File: src/hw/rtl/fxlms_pkg.sv
// ----------------------------------------------------------------------------
// fxlms_pkg: shared types and constants of the filtered-x LMS adaptive FIR
// Sizes of the tap chain, arithmetic widths, handshake payloads and the
// control structs that run between the sequencer, the tap cells and the MAC.
// ----------------------------------------------------------------------------
`default_nettype none

package fxlms_pkg;

    // Number of filter taps (2 to 256)
    localparam int TAPS    = 32;

    localparam int SMP_W   = 16;                    // Q1.15 samples
    localparam int WGT_W   = 32;                    // Q2.30 weights
    localparam int STEP_W  = 16;                    // Q0.16 step size
    localparam int CNT_W   = $clog2(TAPS + 1);      // rotation counter, 0..TAPS
    localparam int MUE_W   = STEP_W + 1 + SMP_W;    // mu * e, signed
    localparam int UPD_W   = MUE_W + SMP_W;         // mu * e * x', signed
    localparam int PROD_W  = WGT_W + SMP_W;         // w * x, signed
    localparam int ACC_W   = PROD_W + $clog2(TAPS); // dot product sum

    localparam logic [STEP_W-1:0] STEP_RESET = STEP_W'(328);

    // Input request payload
    typedef struct packed {
        logic signed [SMP_W-1:0] ref_sample;
        logic signed [SMP_W-1:0] filtered_ref_sample;
        logic signed [SMP_W-1:0] error_sample;
    } t_in_item;

    // Result payload
    typedef struct packed {
        logic signed [SMP_W-1:0] filter_out;
        logic                    clipped;
    } t_out_item;

    // Control of every tap cell
    typedef struct packed {
        logic shift_line;   // push a new sample pair into the tap lines
        logic rotate;       // move every cell one step around the ring
    } t_cell_ctl;

    // Control of the shared multiply-accumulate and update unit
    typedef struct packed {
        logic start;        // new request: latch mu*e, clear sum and clip flag
        logic rotate;       // capture the tail cell this cycle
        logic tap_vld;      // the tail cell holds a real tap
    } t_mac_ctl;

    // Sequencer states
    typedef enum logic [1:0] {
        S_IDLE,
        S_ROT,
        S_FIN
    } t_state;

endpackage

`default_nettype wire

File: src/hw/rtl/fxlms_mac.sv
// ----------------------------------------------------------------------------
// fxlms_mac: shared multiply-accumulate and weight update unit
// Sits in the ring between the last cell and the first: forms w*x into the
// dot product sum and returns each weight updated by mu*e*x', saturated.
// ----------------------------------------------------------------------------
`default_nettype none

module fxlms_mac (
    input  wire logic                                i_clk,
    input  wire logic                                i_rst_n,
    input  wire fxlms_pkg::t_mac_ctl                 i_ctl,
    input  wire logic        [fxlms_pkg::STEP_W-1:0] i_step,
    input  wire logic signed [fxlms_pkg::SMP_W-1:0]  i_err,
    input  wire logic signed [fxlms_pkg::SMP_W-1:0]  i_x_tail,
    input  wire logic signed [fxlms_pkg::SMP_W-1:0]  i_f_tail,
    input  wire logic signed [fxlms_pkg::WGT_W-1:0]  i_w_tail,
    output logic signed      [fxlms_pkg::SMP_W-1:0]  o_x_head,
    output logic signed      [fxlms_pkg::SMP_W-1:0]  o_f_head,
    output logic signed      [fxlms_pkg::WGT_W-1:0]  o_w_head,
    output logic signed      [fxlms_pkg::ACC_W-1:0]  o_acc,
    output logic                                     o_clip
);
    import fxlms_pkg::*;

    logic signed [MUE_W-1:0]  r_mue;
    logic signed [SMP_W-1:0]  r_xa;
    logic signed [SMP_W-1:0]  r_fa;
    logic signed [WGT_W-1:0]  r_wa;
    logic signed [PROD_W-1:0] r_pw;
    logic signed [UPD_W-1:0]  r_pd;
    logic                     r_a_vld;
    logic signed [ACC_W-1:0]  r_acc;
    logic                     r_clip;

    logic signed [UPD_W-1:0]  w_rnd;
    logic signed [MUE_W-1:0]  w_delta;
    logic signed [WGT_W+1:0]  w_diff;
    logic                     w_sat_hi;
    logic                     w_sat_lo;

    // Latch mu*e once per request
    always_ff @(posedge i_clk) begin
        if (i_ctl.start) begin
            r_mue <= $signed({1'b0, i_step}) * i_err;
        end
    end

    // Capture the tail cell and both products
    always_ff @(posedge i_clk) begin
        if (!i_rst_n) begin
            r_xa    <= '0;
            r_fa    <= '0;
            r_wa    <= '0;
            r_pw    <= '0;
            r_pd    <= '0;
            r_a_vld <= 1'b0;
        end else begin
            r_a_vld <= i_ctl.rotate && i_ctl.tap_vld;
            if (i_ctl.rotate) begin
                r_xa <= i_x_tail;
                r_fa <= i_f_tail;
                r_wa <= i_w_tail;
                r_pw <= i_w_tail * i_x_tail;
                r_pd <= r_mue * i_f_tail;
            end
        end
    end

    // Round the update to Q2.30, subtract and saturate
    always_comb begin
        w_rnd    = r_pd + UPD_W'(1 << 15);
        w_delta  = w_rnd[UPD_W-1:16];
        w_diff   = {{2{r_wa[WGT_W-1]}}, r_wa} - (WGT_W+2)'(w_delta);
        w_sat_hi = !w_diff[WGT_W+1] && (w_diff[WGT_W:WGT_W-1] != 2'b00);
        w_sat_lo = w_diff[WGT_W+1] && (w_diff[WGT_W:WGT_W-1] != 2'b11);
        if (w_sat_hi) begin
            o_w_head = {1'b0, {(WGT_W-1){1'b1}}};
        end else if (w_sat_lo) begin
            o_w_head = {1'b1, {(WGT_W-1){1'b0}}};
        end else begin
            o_w_head = w_diff[WGT_W-1:0];
        end
    end

    assign o_x_head = r_xa;
    assign o_f_head = r_fa;

    // Accumulate the dot product and collect weight saturation
    always_ff @(posedge i_clk) begin
        if (!i_rst_n) begin
            r_acc  <= '0;
            r_clip <= 1'b0;
        end else if (i_ctl.start) begin
            r_acc  <= '0;
            r_clip <= 1'b0;
        end else if (r_a_vld) begin
            r_acc  <= r_acc + ACC_W'(r_pw);
            r_clip <= r_clip || w_sat_hi || w_sat_lo;
        end
    end

    assign o_acc  = r_acc;
    assign o_clip = r_clip;

endmodule

`default_nettype wire
File: config.mk
export PLATFORM = sky130hd
export DESIGN_NAME = fxlms_mac
export DESIGN_NICKNAME = d
export VERILOG_FILES = /design/src/hw/rtl/fxlms_pkg.sv /design/src/hw/rtl/fxlms_mac.sv
export SDC_FILE = /design/constraint.sdc
export NUM_CORES = 2
export LEC_CHECK = 0
export BUFFER_PORTS_ARGS = -buffer_cell sky130_fd_sc_hd__buf_2
export CAP_MARGIN = 20
export CORE_UTILIZATION = 35
export DETAILED_ROUTE_END_ITERATION = 8
export MAX_ROUTING_LAYER = met4
export PLACE_DENSITY = 0.51
export SYNTH_ARGS = -nofsm -noshare
export SYNTH_HDL_FRONTEND = slang
export SYNTH_SLANG_ARGS = --single-unit
export TNS_END_PERCENT = 5
File: constraint.sdc
create_clock -name i_clk -period 11.28 [get_ports i_clk]
set_clock_uncertainty 0.05 [all_clocks]
set_input_delay 2.256 -clock i_clk [delete_from_list [all_inputs] [get_ports i_clk]]
set_output_delay 2.256 -clock i_clk [all_outputs]
set_load 0.005 [all_outputs]
==> key figures <==
Synthesis
  • Cells after Synth: 6472
  • Synth top cells by count: 1392 x inv_1, 1181 x fa_1, 840 x nand2_1
  • Share of async-settable or async-resettable flops after synthesis: 0%
  • Count leader, synth: inv_1
  • Main flop type after synthesis: dfxtp_1
  • Synth area leaders: fa_1 41%, ha_1 9.5%, inv_1 9.1%
  • Synth top area share: 41.1%
  • Register area share after synthesis: 8.71%
  • Warnings from Yosys: 0
  • Synth area leader: fa_1
  • Seq cells post-synth: 234
  • Yosys cell types: 96
  • Post-Syn Nets: 8189
  • Number of synthesized flops with an enable pin: 33
  • Avg Inst Size Synth: 8.89 um^2
  • Synthesized cell area: 0.0576 mm^2

Routing
  • Via density: 4.94
  • Via count of the routed design: 42842
  • Drt initial violations: 2478
  • WL final: 169000 um
  • DRC violation count after routing: 0
  • Wire per inst: 19.5 um
  • Drt pass-1 iters: 7
  • Routed Antenna Nets: 0

Floorplanning
  • Area of the core: 0.163 mm^2
  • IO Pins: 219
  • Die width: 408 um
  • Die area: 0.166 mm^2
  • Core Rows: 148
  • Die Y-Extent: 408 um
  • Initial Util: 35.3%

Finish
  • Nets: 8192
  • Area delta synth->final: 7.05%
  • Layout cells sized above 1: 5.37%

Clock network
  • Skew-Pair Late Insertion Delay: 0.64 ns
  • Clock root cell: clkbuf_16
  • Post CTS Setup Buffer Count: 0
  • Clock sink count: 234
  • Clk slew on worst S/H paths: 0.06 ns
  • Post-CTS sizing: 0
  • H-Tree Depth: 1
  • CTS Buffer Depth: 3
  • TritonCTS Buffers: 31
  • Cts hold-fix bufs: 0
  • CTS tree: done

Timing
  • FMAX: 107 MHz
  • Total negative setup slack: 0 ns
  • Period utilisation layout: 83.0%
  • Max-slew violations: 0
  • Minimum clock period: 9.36 ns
  • Hold Violations, Final: 0
  • Slew headroom: 28.8%
  • Worst-Margin Slew: 1.06 ns
  • # setup viols final: 0
  • RSZ-0062 raised after global routing: false
  • Final Worst Setup Slack: 1.92 ns

Place
  • Port Buf Inserts: 218
  • Hpwl dp: 134000 um
  • DP Worst Slack: 1.42 ns
  • Routability Congestion: 0.900

Global routing
  • Global Route Usage Sum: 21.4%
  • Initial antenna violation count: 6
  • Largest net degree at the start of global routing: 54
  • Grt total ovfl: 0
  • Vias in the first global route: 46526
  • First-pass GRT wire length: 271000 um

Setup path
  • WS Path Type: input pin to flip-flop
  • Largest delay share family, worst path: adder cells
  • Crit path max fanout: 33
  • Critical path depth: 22
  • Critical path endpoint category: flip-flop
  • Slowest cell on the critical path: a221oi_1
  • Worst reg2reg endpoint: r_pd[33]$_SDFFE_PN0P_
  • CP endpoint: r_pw[47]$_SDFFE_PN0P_
  • Reg2reg setup slack: 3.71 ns
  • Type of origin of the critical path: input pin
  • Most common cell on crit path: fa_1
  • Critical Path RT: 11.70 ns
  • Worst reg2reg startpoint: r_mue[7]$_DFFE_PP_
  • Worst setup path start: i_x_tail[1]
  • Worst Path Buf+Inv: 4
  • Cells along the critical path: buf_2 -> nand2_1 -> fa_1 -> fa_1 -> fa_1 -> inv_1 -> fa_1 -> fa_1 -> inv_1 -> fa_1 -> inv_1 -> ha_1 -> and3_1 -> and3_1 -> nor4b_1 -> or2_2 -> a221oi_1 -> o21ai_1 -> a41oi_1 -> o21ai_0 -> xnor2_1 -> a21oi_1
  • Worst R2R Path Depth: 24
  • CP arrival: 9.78 ns
  • Crit path largest cell delay: 0.88 ns

Job
  • Reported max-cap violation count: 0

Status
  • Outcome: completed

Min path
  • Hold Crit Class: flip-flop to flip-flop
-- per-stage QoR --
step	utilization, %	cells	hold slack, ns	area [um^2]
6_report	37.8	8679	0.437	61600
5_1_grt	37.8	8677	0.472	61600
4_1_cts	37.8	8673	0.442	61600
3_5_place_dp	37.2	8617	0.430	60500
3_3_place_gp	37.2	8617	0.427	60500
2_1_floorplan	-	6472	0.379	57600
-- flip-flops by register name (all words and copies together) (netlist names) --
register  cells
r_pd         34
o_acc        53
o_clip        1
o_x_head     16
r_mue        33
r_a_vld       1
r_pw         48
r_wa         32
o_f_head     16
-- worst register-to-register path, delay by kind of cell, from the launching register on --
family / cells / cell delay [ns]
flops: 1 / 0.93
buf+inv: 5 / 0.24
simple gates: 5 / 1.30
mux: 1 / 0.12
compound gates: 5 / 1.20
xor+xnor: 1 / 0.27
fa+ha+maj: 7 / 3.38
-- logic make-up (layout without fill, tap and decap cells) --
| logic type | count (synthesis) | in the layout | synth area share, % |
|---|---|---|---|
| AND/OR/NAND/NOR | 1946 | 1946 | 16.6 |
| XOR/XNOR | 215 | 215 | 3.28 |
| buffers and inverters | 1669 | 1695 | 10.9 |
| adder cells (fa/ha/maj) | 1616 | 1616 | 50.5 |
| AO/OA/AOI/OAI | 647 | 647 | 7.44 |
| other | 0 | 6 | 0 |
| flip-flops | 234 | 234 | 8.71 |
| multiplexers | 145 | 145 | 2.52 |
-- how the worst min path moves through the flow --
stage / startpoint / cells after the start / end / slack [ns]
detailed placement: o_acc[52]$_SDFFE_PP0P_ / 2 / o_acc[52]$_SDFFE_PP0P_ / 0.43
finish: o_acc[52]$_SDFFE_PP0P_ / 2 / o_acc[52]$_SDFFE_PP0P_ / 0.44
global placement: o_acc[52]$_SDFFE_PP0P_ / 2 / o_acc[52]$_SDFFE_PP0P_ / 0.43
global route: r_pd[47]$_SDFFE_PN0P_ / 2 / r_pd[47]$_SDFFE_PN0P_ / 0.47
CTS: o_acc[52]$_SDFFE_PP0P_ / 2 / o_acc[52]$_SDFFE_PP0P_ / 0.44
floorplan: r_pw[21]$_SDFFE_PN0P_ / 2 / r_pw[21]$_SDFFE_PN0P_ / 0.38
-- area by class of cell --
| type | count | area [um^2] |
|---|---|---|
| clock inverters | 18 | 201 |
| flip-flops and latches | 234 | 5020 |
| fillers | 16779 | 101000 |
| inverters | 1393 | 5230 |
| diodes | 6 | 15.0 |
| well taps | 2175 | 2720 |
| clock buffers | 38 | 863 |
| repair buffers | 246 | 1310 |
| multi-input cells | 4569 | 46300 |
-- placed cells by master, fill, tap and decap left out, drive strengths merged, types with 8 or more instances in the layout --
cell / Yosys / layout
a211oi: 18 / 18
a21boi: 8 / 8
a21o: 156 / 156
a21oi: 182 / 182
a31oi: 22 / 22
and2: 506 / 506
and3: 31 / 31
and4: 9 / 9
buf: 17 / 245
clkbuf: 258 / 39
clkinv: 0 / 9
dfxtp: 201 / 201
edfxtp: 33 / 33
fa: 1181 / 1181
ha: 435 / 435
inv: 1393 / 1396
mux2i: 145 / 145
nand2: 840 / 840
nand2b: 59 / 59
nand3: 60 / 60
nand4: 30 / 30
nor2: 203 / 203
nor2b: 145 / 145
nor3: 24 / 24
o211ai: 10 / 10
o21a: 26 / 26
o21ai: 117 / 117
o21bai: 26 / 26
o31ai: 11 / 11
or3: 8 / 8
xnor2: 146 / 146
xor2: 69 / 69
-- per-layer routing --
metal | wire length [um] | track usage (%)
met1 | 74700 | 27.8
met2 | 82200 | 35.8
met3 | 8540 | 2.77
met4 | 3960 | 4.46
met5 | 0 | -
Power is not shown: default switching activity piles up to over one toggle a cycle in this logic, so the estimate is an artifact.
