**src/hw/rtl/fxlms_pkg.sv**
```systemverilog
// ----------------------------------------------------------------------------
// fxlms_pkg: shared types and constants of the filtered-x LMS adaptive FIR
// Sizes of the tap chain, arithmetic widths, handshake payloads and the
// control structs that run between the sequencer, the tap cells and the MAC.
// ----------------------------------------------------------------------------
`default_nettype none

package fxlms_pkg;

    // Number of filter taps (2 to 256)
    localparam int TAPS    = 32;

    localparam int SMP_W   = 16;                    // Q1.15 samples
    localparam int WGT_W   = 32;                    // Q2.30 weights
    localparam int STEP_W  = 16;                    // Q0.16 step size
    localparam int CNT_W   = $clog2(TAPS + 1);      // rotation counter, 0..TAPS
    localparam int MUE_W   = STEP_W + 1 + SMP_W;    // mu * e, signed
    localparam int UPD_W   = MUE_W + SMP_W;         // mu * e * x', signed
    localparam int PROD_W  = WGT_W + SMP_W;         // w * x, signed
    localparam int ACC_W   = PROD_W + $clog2(TAPS); // dot product sum

    localparam logic [STEP_W-1:0] STEP_RESET = STEP_W'(328);

    // Input request payload
    typedef struct packed {
        logic signed [SMP_W-1:0] ref_sample;
        logic signed [SMP_W-1:0] filtered_ref_sample;
        logic signed [SMP_W-1:0] error_sample;
    } t_in_item;

    // Result payload
    typedef struct packed {
        logic signed [SMP_W-1:0] filter_out;
        logic                    clipped;
    } t_out_item;

    // Control of every tap cell
    typedef struct packed {
        logic shift_line;   // push a new sample pair into the tap lines
        logic rotate;       // move every cell one step around the ring
    } t_cell_ctl;

    // Control of the shared multiply-accumulate and update unit
    typedef struct packed {
        logic start;        // new request: latch mu*e, clear sum and clip flag
        logic rotate;       // capture the tail cell this cycle
        logic tap_vld;      // the tail cell holds a real tap
    } t_mac_ctl;

    // Sequencer states
    typedef enum logic [1:0] {
        S_IDLE,
        S_ROT,
        S_FIN
    } t_state;

endpackage

`default_nettype wire

```
**src/hw/rtl/fxlms_cell.sv**
```systemverilog
// ----------------------------------------------------------------------------
// fxlms_cell: one tap of the filter
// Holds a reference sample, a filtered-reference sample and a weight, and
// hands them to the next cell when the line shifts or the ring rotates.
// ----------------------------------------------------------------------------
`default_nettype none

module fxlms_cell (
    input  wire logic                                i_clk,
    input  wire logic                                i_rst_n,
    input  wire fxlms_pkg::t_cell_ctl                i_ctl,
    input  wire logic signed [fxlms_pkg::SMP_W-1:0]  i_x_prev,
    input  wire logic signed [fxlms_pkg::SMP_W-1:0]  i_f_prev,
    input  wire logic signed [fxlms_pkg::WGT_W-1:0]  i_w_prev,
    output logic signed      [fxlms_pkg::SMP_W-1:0]  o_x,
    output logic signed      [fxlms_pkg::SMP_W-1:0]  o_f,
    output logic signed      [fxlms_pkg::WGT_W-1:0]  o_w
);
    import fxlms_pkg::*;

    logic signed [SMP_W-1:0] r_x;
    logic signed [SMP_W-1:0] r_f;
    logic signed [WGT_W-1:0] r_w;

    // Advance samples on a line shift or a rotation; weights only rotate
    always_ff @(posedge i_clk) begin
        if (!i_rst_n) begin
            r_x <= '0;
            r_f <= '0;
            r_w <= '0;
        end else begin
            if (i_ctl.shift_line || i_ctl.rotate) begin
                r_x <= i_x_prev;
                r_f <= i_f_prev;
            end
            if (i_ctl.rotate) begin
                r_w <= i_w_prev;
            end
        end
    end

    assign o_x = r_x;
    assign o_f = r_f;
    assign o_w = r_w;

endmodule

`default_nettype wire

```
**config.mk**
```make
export PLATFORM = sky130hd
export DESIGN_NAME = fxlms_cell
export DESIGN_NICKNAME = d
export VERILOG_FILES = /design/src/hw/rtl/fxlms_pkg.sv /design/src/hw/rtl/fxlms_cell.sv
export SDC_FILE = /design/constraint.sdc
export NUM_CORES = 1
export LEC_CHECK = 0
export BUFFER_PORTS_ARGS = -buffer_cell sky130_fd_sc_hd__buf_2
export CAP_MARGIN = 5
export CORE_UTILIZATION = 34
export CTS_BUF_LIST = sky130_fd_sc_hd__clkbuf_8
export DETAILED_ROUTE_END_ITERATION = 6
export GPL_TIMING_DRIVEN = 0
export HOLD_SLACK_MARGIN = 0.12
export SLEW_MARGIN = 40
export SYNTH_ARGS = -nofsm -noshare
export SYNTH_HDL_FRONTEND = slang
export SYNTH_SLANG_ARGS = --single-unit
```
**constraint.sdc**
```tcl
create_clock -name i_clk -period 0.9 [get_ports i_clk]
set_input_delay 0.09 -clock i_clk [delete_from_list [all_inputs] [get_ports i_clk]]
set_output_delay 0.09 -clock i_clk [all_outputs]
set_load 0.02 [all_outputs]
```
==> results.cfg, run 1 <==
[yosys]
ys_types = 12
synth.avg_cell_area_um2 = 10.0
synth_edf_count = 0
synth_area_um2 = 2500
ys_ff_latch = 64
synth.area.top_cells = dfxtp_1 51%, mux2i_1 13%, o211ai_1 9.6%, nor2b_1 8.0%, o21ai_1 6.0%
yosys-top-cells-count = 64 x dfxtp_1, 32 x mux2i_1, 32 x nand2_1, 32 x nor2b_1, 32 x o211ai_1
synth.most_common_cell = dfxtp_1
syn-num-nets = 318
ys_seq_area_frac = 0.512
netlist_instances = 250
yosys.area.top_type_share = 0.512
synth_top_area_cell = dfxtp_1
synth_ff_type = dfxtp_1
async_flop_share = 0
yosysWarnings = 0

[cts]
clockBufferDepth = 2
htreeDepth = 3
clock-sinks = 64
insertion_delay_ps = 320
numCtsBuffers = 9
cts.clk_slew.worst_paths_ps = 70
cts_tree = yes
root_buffer = clkbuf_8

[cells_and_area]
fin_area_um2 = 4670
fin_nets = 532
diodes = 0
fillers = 536
area_growth_pct = 86.4
final_layout_size_suffix_gt1_frac = 0.501
multi_input_area_um2 = 1050
regArea_um2 = 1360

[placement]
place_congestion = 0.718
port_buffers = 129
placed_area_um2 = 3270
hpwl_um = 4500
place_ws_ps = -69.7

[timing]
max_slew_margin = 0.678
setup_viol = 0
worstMarginPinSlew_ps = 483
timing.fmax_ghz = 1.13
finalCritPeriodShare = 0.981
layout_setup_ws_ps = 16.7
rsz0062_at_grt = true
tns_ps = 0
min_period_ps = 883
maxSlewViolCount = 0
clock_skew_ps = 0
hold_viol = 0

[floorplan]
io_pins = 132
die_area_um2 = 7710
initial_utilization = 0.361
rows = 30
fp.dieH_um = 87.8
coreArea_um2 = 6940
die_width_um = 87.8

[drt]
drt-total-wl_um = 7750
drc = 0
drt_iter0_markers = 33
drtAntennaViolNets = 0
vias = 2585
vias_per_cell = 4.58
wl_per_cell_um = 13.7
drt_pass1_iterations = 4

[power_and_ir_drop]
leakagePower_nw = 2.07
finalPower_mw = 7.14
peakVddDrop_v = 0.000904
p_per_area_nw_per_um2 = 1530
swShare = 0.256
seq_power_share = 0.445
p_comb_frac = 0.213
p_int_mw = 5.31
switching_power_mw = 1.83
p_clk_frac = 0.342

[global_route]
grt_max_degree = 11
grt_pass1_vias = 2624
antenna_found_initial = 0
grt_pass1_wl_um = 12000
globalRouteOverflowTotal = 0
track_usage = 0.202

[worst_setup_path]
cp-start-kind = flip-flop
critPathArrivalTime_ps = 790
crit_type = reg -> out
endpoint_kind = primary output
crit_buf_inv = 1
worst_path_largest_cell_delay_ps = 350
critPathMaxFanout = 2
cp_slowest_cell = dfxtp_2
critPathRequiredTime_ps = 810
path_delay_family = flip-flops
cp_cell_sequence = buf_6

[min_path]
hold_path_class = in -> reg

[run]
maxCapViolations = 0

[outcome]
outcome = completed
==> stage by stage <==
step | hold WS [ps] | utilization | std cells
after floorplan | 237 | - | 250
after global placement | 325 | 0.471 | 475
after detailed placement | 336 | 0.471 | 475
after CTS | 125 | 0.661 | 556
after global routing | 150 | 0.672 | 565
final | 133 | 0.672 | 565
==> what timing repair did <==
| action | 4_1_cts | 5_1_grt |
|---|---|---|
| hold buffers | 65 | 0 |
| gates resized for setup | 188 | 4 |
| buffers inserted | 0 | 9 |
| pin swaps | 0 | 0 |
| gates cloned | 0 | 0 |
| endpoints found under the hold margin | 64 | 0 |
| setup endpoints to repair | 64 | 48 |
==> worst paths after layout <==
| path | to | cells past startpoint | slack [ps] | from |
|---|---|---|---|---|
| worst max-delay path | o_w[11] | 1 | 20 | o_w[11] |
| worst min-delay path | o_f[15] | 3 | 130 | i_ctl[1] |
| worst max register to register | o_w[3] | 3 | 150 | o_w[3] |
| worst min register to register | o_f[9] | 2 | 450 | o_f[9] |
==> area by class of cell <==
type / count / area share
Buffer: 25 / 0.0370
Clock buffer: 11 / 0.0324
Clock inverter: 5 / 0.0102
Multi-Input combinational cell: 161 / 0.225
Sequential cell: 64 / 0.292
Tap cell: 96 / 0.0257
Timing Repair Buffer: 203 / 0.378
==> kinds of logic after synthesis <==
family | synth area share
AND/OR/NAND/NOR | 0.131
buffers and inverters | 0.0690
flip-flops | 0.512
multiplexers | 0.128
AO/OA/AOI/OAI | 0.160
==> layout by cell type, fill, tap and decap left out <==
cell type      netlist  layout
nand2_1             32      32
buf_2                9      74
o211ai_1            32      32
clkbuf_8             0      11
mux2i_1             32      32
clkinv_2             0       2
or2_4                1       1
o21ai_0              2       2
buf_1                3       3
buf_4                0       9
bufinv_16            0       1
nor2b_1             32      32
dfxtp_2              0      64
clkbuf_1             4       4
inv_1                0       2
buf_6                9      73
dlygate4sd3_1        0      65
o21ai_1             30      30
==> power groups by stage <==
stage	clock, mW	sequential, mW	combinational, mW
finish	2.44	3.18	1.52
global route	2.67	3.19	1.64
CTS	2.51	3.17	1.47
detailed placement	0	3.16	1.05
global placement	0	3.15	1.04
floorplan	0	3.38	0.418
==> sequential cells by signal, summed over array words and instances (netlist names) <==
signal,flops
o_x,16
o_w,32
o_f,16
==> layer usage <==
layer	global-route usage	vias up	part of all wire
li1	-	1290	-
met1	0.226	1179	0.42
met2	0.355	108	0.49
met3	0.0622	8	0.077
met4	0.0849	0	0.011
met5	0	-	0
(Power assumes the default switching activity.)
==> inputs of run 2 (changes only) <==
--- a/config.mk
+++ b/config.mk
@@ -5,6 +5,7 @@
 export SDC_FILE = /design/constraint.sdc
 export NUM_CORES = 1
 export LEC_CHECK = 0
+export ABC_AREA = 1
 export BUFFER_PORTS_ARGS = -buffer_cell sky130_fd_sc_hd__buf_2
 export CAP_MARGIN = 5
 export CORE_UTILIZATION = 34
@@ -12,7 +13,6 @@
 export DETAILED_ROUTE_END_ITERATION = 6
 export GPL_TIMING_DRIVEN = 0
 export HOLD_SLACK_MARGIN = 0.12
-export SLEW_MARGIN = 40
 export SYNTH_ARGS = -nofsm -noshare
 export SYNTH_HDL_FRONTEND = slang
 export SYNTH_SLANG_ARGS = --single-unit
==> constraint.sdc (replaced) <==
create_clock -name i_clk -period 0.95 [get_ports i_clk]
set_input_delay 0.095 -clock i_clk [delete_from_list [all_inputs] [get_ports i_clk]]
set_output_delay 0.095 -clock i_clk [all_outputs]
set_load 0.02 [all_outputs]
==> results.cfg, run 2 <==
[yosys]
synth_top_area_cell = dfxtp_1
synth_area_um2 = 2420
synth_edf_count = 0
async_flop_share = 0
synth.area.top_cells = dfxtp_1 53%, nor2_1 20%, nand2_1 9.9%, o21ai_0 6.6%, inv_1 5.1%
yosysWarnings = 0
yosys.area.top_type_share = 0.529
syn-num-nets = 409
ys_seq_area_frac = 0.529
synth.avg_cell_area_um2 = 7.10
ys_ff_latch = 64
ys_types = 12
synth.most_common_cell = nor2_1
yosys-top-cells-count = 128 x nor2_1, 64 x dfxtp_1, 64 x nand2_1, 33 x inv_1, 32 x o21ai_0
synth_ff_type = dfxtp_1
netlist_instances = 341

[cts]
clock-sinks = 64
insertion_delay_ps = 330
htreeDepth = 3
cts.clk_slew.worst_paths_ps = 70
clockBufferDepth = 2
cts_setup_buffers = 0
numCtsBuffers = 9
root_buffer = clkbuf_8
cts_tree = yes

[timing]
maxSlewViolCount = 0
timing.fmax_ghz = 1.09
min_period_ps = 921
setup_viol = 0
finalCritPeriodShare = 0.969
tns_ps = 0
hold_viol = 0
clock_skew_ps = 0
worstMarginPinSlew_ps = 402
max_slew_margin = 0.732

[floorplan]
initial_utilization = 0.354
die_width_um = 86.4
die_area_um2 = 7460
io_pins = 132
coreArea_um2 = 6830
fp.dieH_um = 86.4
rows = 30

[placement]
placed_area_um2 = 3190
place_congestion = 0.692
port_buffers = 130
hpwl_um = 4290

[worst_setup_path]
crit_type = reg -> out
critPathRequiredTime_ps = 850
r2r-start = o_w[12]
cp_slowest_cell = dfxtp_1
rr_endpoint = o_w[12]
endpoint_kind = primary output
path_delay_family = flip-flops
cp-start-kind = flip-flop
critPathArrivalTime_ps = 830
r2r_cells = 2
critPathMaxFanout = 2
rrSetupSlack_ps = 290
crit_buf_inv = 1
cp_cell_sequence = buf_4
worst_path_largest_cell_delay_ps = 340

[global_route]
globalRouteOverflowTotal = 0
grt_pass1_wl_um = 11300
grt_busiest_layer = met2
grt_max_degree = 11
gr-usage-met1 = 0.226
track_usage = 0.195
grt_util_met2 = 0.330
antenna_found_initial = 0
grt_pass1_vias = 2560
use_met3 = 0.0552

[cells_and_area]
fin_area_um2 = 4240
fin_nets = 614
diodes = 0
area_growth_pct = 75.1
final_common_cell = nor2_1
final_layout_size_suffix_gt1_frac = 0.341
layout_common_cells = 128 x nor2_1, 74 x buf_2, 64 x nand2_1, 64 x dlygate4sd3_1, 58 x buf_4
largest_reg_flops = 32

[run]
maxCapViolations = 0

[power_and_ir_drop]
leakagePower_nw = 2.15
peakVddDrop_v = 0.000881
finalPower_mw = 6.69
p_per_area_nw_per_um2 = 1580

[drt]
vias = 2721
drt_pass1_iterations = 4
drt_iter0_markers = 125
drc = 0
drtAntennaViolNets = 0
vias_per_cell = 4.21
wl_per_cell_um = 10.9
drt-total-wl_um = 7080

[min_path]
hold_depth = 3
hold_path_class = in -> reg
worstHoldStart = i_rst_n
min_to = o_w[31]

[outcome]
outcome = completed
## run 2: cell types whose count changed after synthesis, moves of 3 or more
| cell | delta |
|---|---|
| clkbuf_2 | +3 |
| buf_6 | -4 |
| mux2i_1 | -32 |
| nor2b_1 | -32 |
| buf_2 | -3 |
| o21ai_1 | -30 |
| o21ai_0 | +30 |
| nand2_1 | +32 |
| o211ai_1 | -32 |
| inv_1 | +33 |
| nor2_1 | +128 |
## run 2: worst max path at each step
stage / startpoint / to / slack (ps) / cells past startpoint
floorplan: i_ctl[0] / o_f[0] / 210 / 5
global placement: i_ctl[0] / o_f[0] / -100 / 6
detailed placement: i_ctl[0] / o_f[5] / -130 / 6
CTS: o_x[14] / o_x[14] / 0.3 / 1
global route: o_x[1] / o_x[1] / -10 / 1
finish: o_x[1] / o_x[1] / 30 / 1
## run 2: cell families after synthesis
family,count (synthesis),share of synthesized area
AOI/OAI and AO/OA,32,0.0661
buffers and inverters,52,0.102
DFF,64,0.529
and+or+nand+nor,193,0.302
## run 2: timing repair
item                       4_1_cts  5_1_grt
setup endpoints to repair        7       62
cloned                           0        0
resized for setup                8       87
hold endpoints to repair        64        0
hold buffers                    65        0
## run 2: metrics by stage
stage                      util  hold slack [ps]  setup slack [ps]  cells
after floorplan               -              230               205    341
after global routing      0.621             95.7             -14.5    647
after detailed placement  0.467              322              -127    567
after CTS                 0.594              122             0.319    648
final                     0.621             99.9              29.2    647
after global placement    0.467              316              -102    567
## run 2: layout make-up
type                       count  area (µm²)
sequential                    64        1320
clock inverter                 5        47.5
timing repair buffer         194        1470
buffer                        19         124
fill                         593        2590
inverter                      33         124
tap                           96         120
clock buffer                  11         151
multi-input combinational    225         892
## run 2: power by group
part	leakage, nW	internal, mW	switching (mW)
combinational	1.50	0.674	0.684
clock	0.112	1.33	1.01
sequential	0.541	2.89	0.102
total	2.15	4.90	1.79
## run 2: metal layers
layer	part of all wire	vias up
li1	-	1417
met5	0	-
met3	0.069	14
met4	0.018	0
met2	0.48	105
met1	0.43	1185
==> inputs of run 3 (changes only) <==
--- a/config.mk
+++ b/config.mk
@@ -8,7 +8,7 @@
 export ABC_AREA = 1
 export BUFFER_PORTS_ARGS = -buffer_cell sky130_fd_sc_hd__buf_2
 export CAP_MARGIN = 5
-export CORE_UTILIZATION = 34
+export CORE_UTILIZATION = 31
 export CTS_BUF_LIST = sky130_fd_sc_hd__clkbuf_8
 export DETAILED_ROUTE_END_ITERATION = 6
 export GPL_TIMING_DRIVEN = 0
==> constraint.sdc (replaced) <==
create_clock -name i_clk -period 0.8 [get_ports i_clk]
set_input_delay 0.08 -clock i_clk [delete_from_list [all_inputs] [get_ports i_clk]]
set_output_delay 0.08 -clock i_clk [all_outputs]
set_load 0.02 [all_outputs]
==> results.cfg, run 3 (synthesized netlist as in run 2, its figures left out) <==
[cts]
cts_tree = yes
ctsHoldBuffers = 64
insertion_delay_ps = 320
numCtsBuffers = 9
clockBufferDepth = 2
htreeDepth = 3
clock-sinks = 64
cts.clk_slew.worst_paths_ps = 70
root_buffer = clkbuf_8

[power_and_ir_drop]
p_comb_frac = 0.226
p_int_mw = 5.84
swShare = 0.266
switching_power_mw = 2.12
peakVddDrop_v = 0.00111
seq_power_share = 0.456
p_per_area_nw_per_um2 = 1750
p_clk_frac = 0.318
leakagePower_nw = 2.23

[floorplan]
rows = 31
die_area_um2 = 8170
coreArea_um2 = 7410
fp.dieH_um = 90.4
io_pins = 132
die_width_um = 90.4
initial_utilization = 0.327

[global_route]
grt_pass1_wl_um = 12900
globalRouteOverflowTotal = 0
track_usage = 0.198
antenna_found_initial = 0
grt_max_degree = 11
grt_pass1_vias = 2701

[timing]
hold_viol = 0
clock_skew_ps = 0
timing.fmax_ghz = 1.15
hold_slack_ps = 82.4
finalCritPeriodShare = 1.08
setup_viol = 64
tns_ps = -3220
worstMarginPinSlew_ps = 438
min_period_ps = 867
maxSlewViolCount = 0
max_slew_margin = 0.708
layout_setup_ws_ps = -66.6
rsz0062_at_grt = true

[drt]
drc = 0
vias = 2764
wl_per_cell_um = 12.2
vias_per_cell = 4.23
drtAntennaViolNets = 0
drt_pass1_iterations = 4
drt-total-wl_um = 7960
drt_iter0_markers = 84

[worst_setup_path]
cp_slowest_cell = dfxtp_2
cp_cell_sequence = buf_6
endpoint_kind = primary output
worst_path_largest_cell_delay_ps = 340
critPathMaxFanout = 2
crit_type = reg -> out
path_delay_family = flip-flops
critPathRequiredTime_ps = 720
cp-start-kind = flip-flop
crit_buf_inv = 1
critPathArrivalTime_ps = 790

[placement]
port_buffers = 130
place_congestion = 0.717
hpwl_um = 4360

[cells_and_area]
regArea_um2 = 1360
fin_nets = 620
fin_util = 0.613
multi_input_area_um2 = 892
diodes = 0
final_common_cell = nor2_1
fillers = 611
layout_common_cells = 128 x nor2_1, 72 x buf_2, 69 x buf_6
largest_reg_flops = 32
final_layout_size_suffix_gt1_frac = 0.413
area_growth_pct = 87.5

[outcome]
violations = setup timing
outcome = finished, violations left

[min_path]
hold_path_class = in -> reg

[run]
maxCapViolations = 0
-- run 3: cell types whose count changed in the layout (fill, tap and decap cells not counted) --
| cell | change |
|---|---|
| buf_2 | -2 |
| dfxtp_1 | -36 |
| inv_1 | -2 |
| dfxtp_2 | +36 |
| buf_6 | +59 |
| buf_4 | -51 |
| clkinv_2 | -2 |
| o21ai_1 | +1 |
| o21ai_0 | -1 |
| clkbuf_8 | +2 |
| bufinv_16 | -1 |
-- run 3: power groups by stage --
stage / Combinational (mW) / Sequential (mW) / Clock, mW
2_1_floorplan: 0.451 / 3.87 / 0
3_3_place_gp: 1.22 / 3.58 / 0
3_5_place_dp: 1.24 / 3.58 / 0
4_1_cts: 1.74 / 3.62 / 2.65
5_1_grt: 1.94 / 3.65 / 2.80
6_report: 1.80 / 3.63 / 2.53
-- run 3: worst paths after layout --
| kind | from | to | slack (ps) | depth (start not counted) |
|---|---|---|---|---|
| worst max-delay path | o_w[6] | o_w[6] | -70 | 1 |
| worst min-delay path | i_rst_n | o_w[2] | 80 | 3 |
| worst max register to register | o_x[8] | o_x[8] | 60 | 5 |
| worst min register to register | o_w[28] | o_w[28] | 500 | 2 |
-- run 3: timing repair --
action / 4_1_cts / 5_1_grt
gates resized for setup: 192 / 1
endpoints found under the hold margin: 64 / 3
gates cloned: 0 / 0
setup endpoints to repair: 64 / 64
setup buffers: 0 / 6
pin swaps: 0 / 0
-- run 3: final cells by class --
type | count | area share
tap | 99 | 0.0273
multi-input combinational | 225 | 0.196
inverter | 33 | 0.0273
clock buffer | 13 | 0.0394
timing repair buffer | 200 | 0.382
buffer | 19 | 0.0273
sequential | 64 | 0.300
-- run 3: metal layers --
metal	track usage	up-vias	wire length, µm
met3	0.0749	13	493
met5	0	-	0
met4	0.0524	0	119
li1	-	1433	-
met1	0.227	1208	3480
met2	0.344	110	3870
-- run 3: per-stage QoR --
| step | cells | setup slack, ps | area, µm² | total power, mW |
|---|---|---|---|---|
| floorplan | 341 | 70.2 | 2420 | 4.32 |
| global placement | 570 | -244 | 3200 | 4.80 |
| detailed placement | 570 | -269 | 3200 | 4.82 |
| CTS | 647 | -86.3 | 4500 | 8.01 |
| global route | 653 | -115 | 4540 | 8.39 |
| finish | 653 | -66.6 | 4540 | 7.95 |
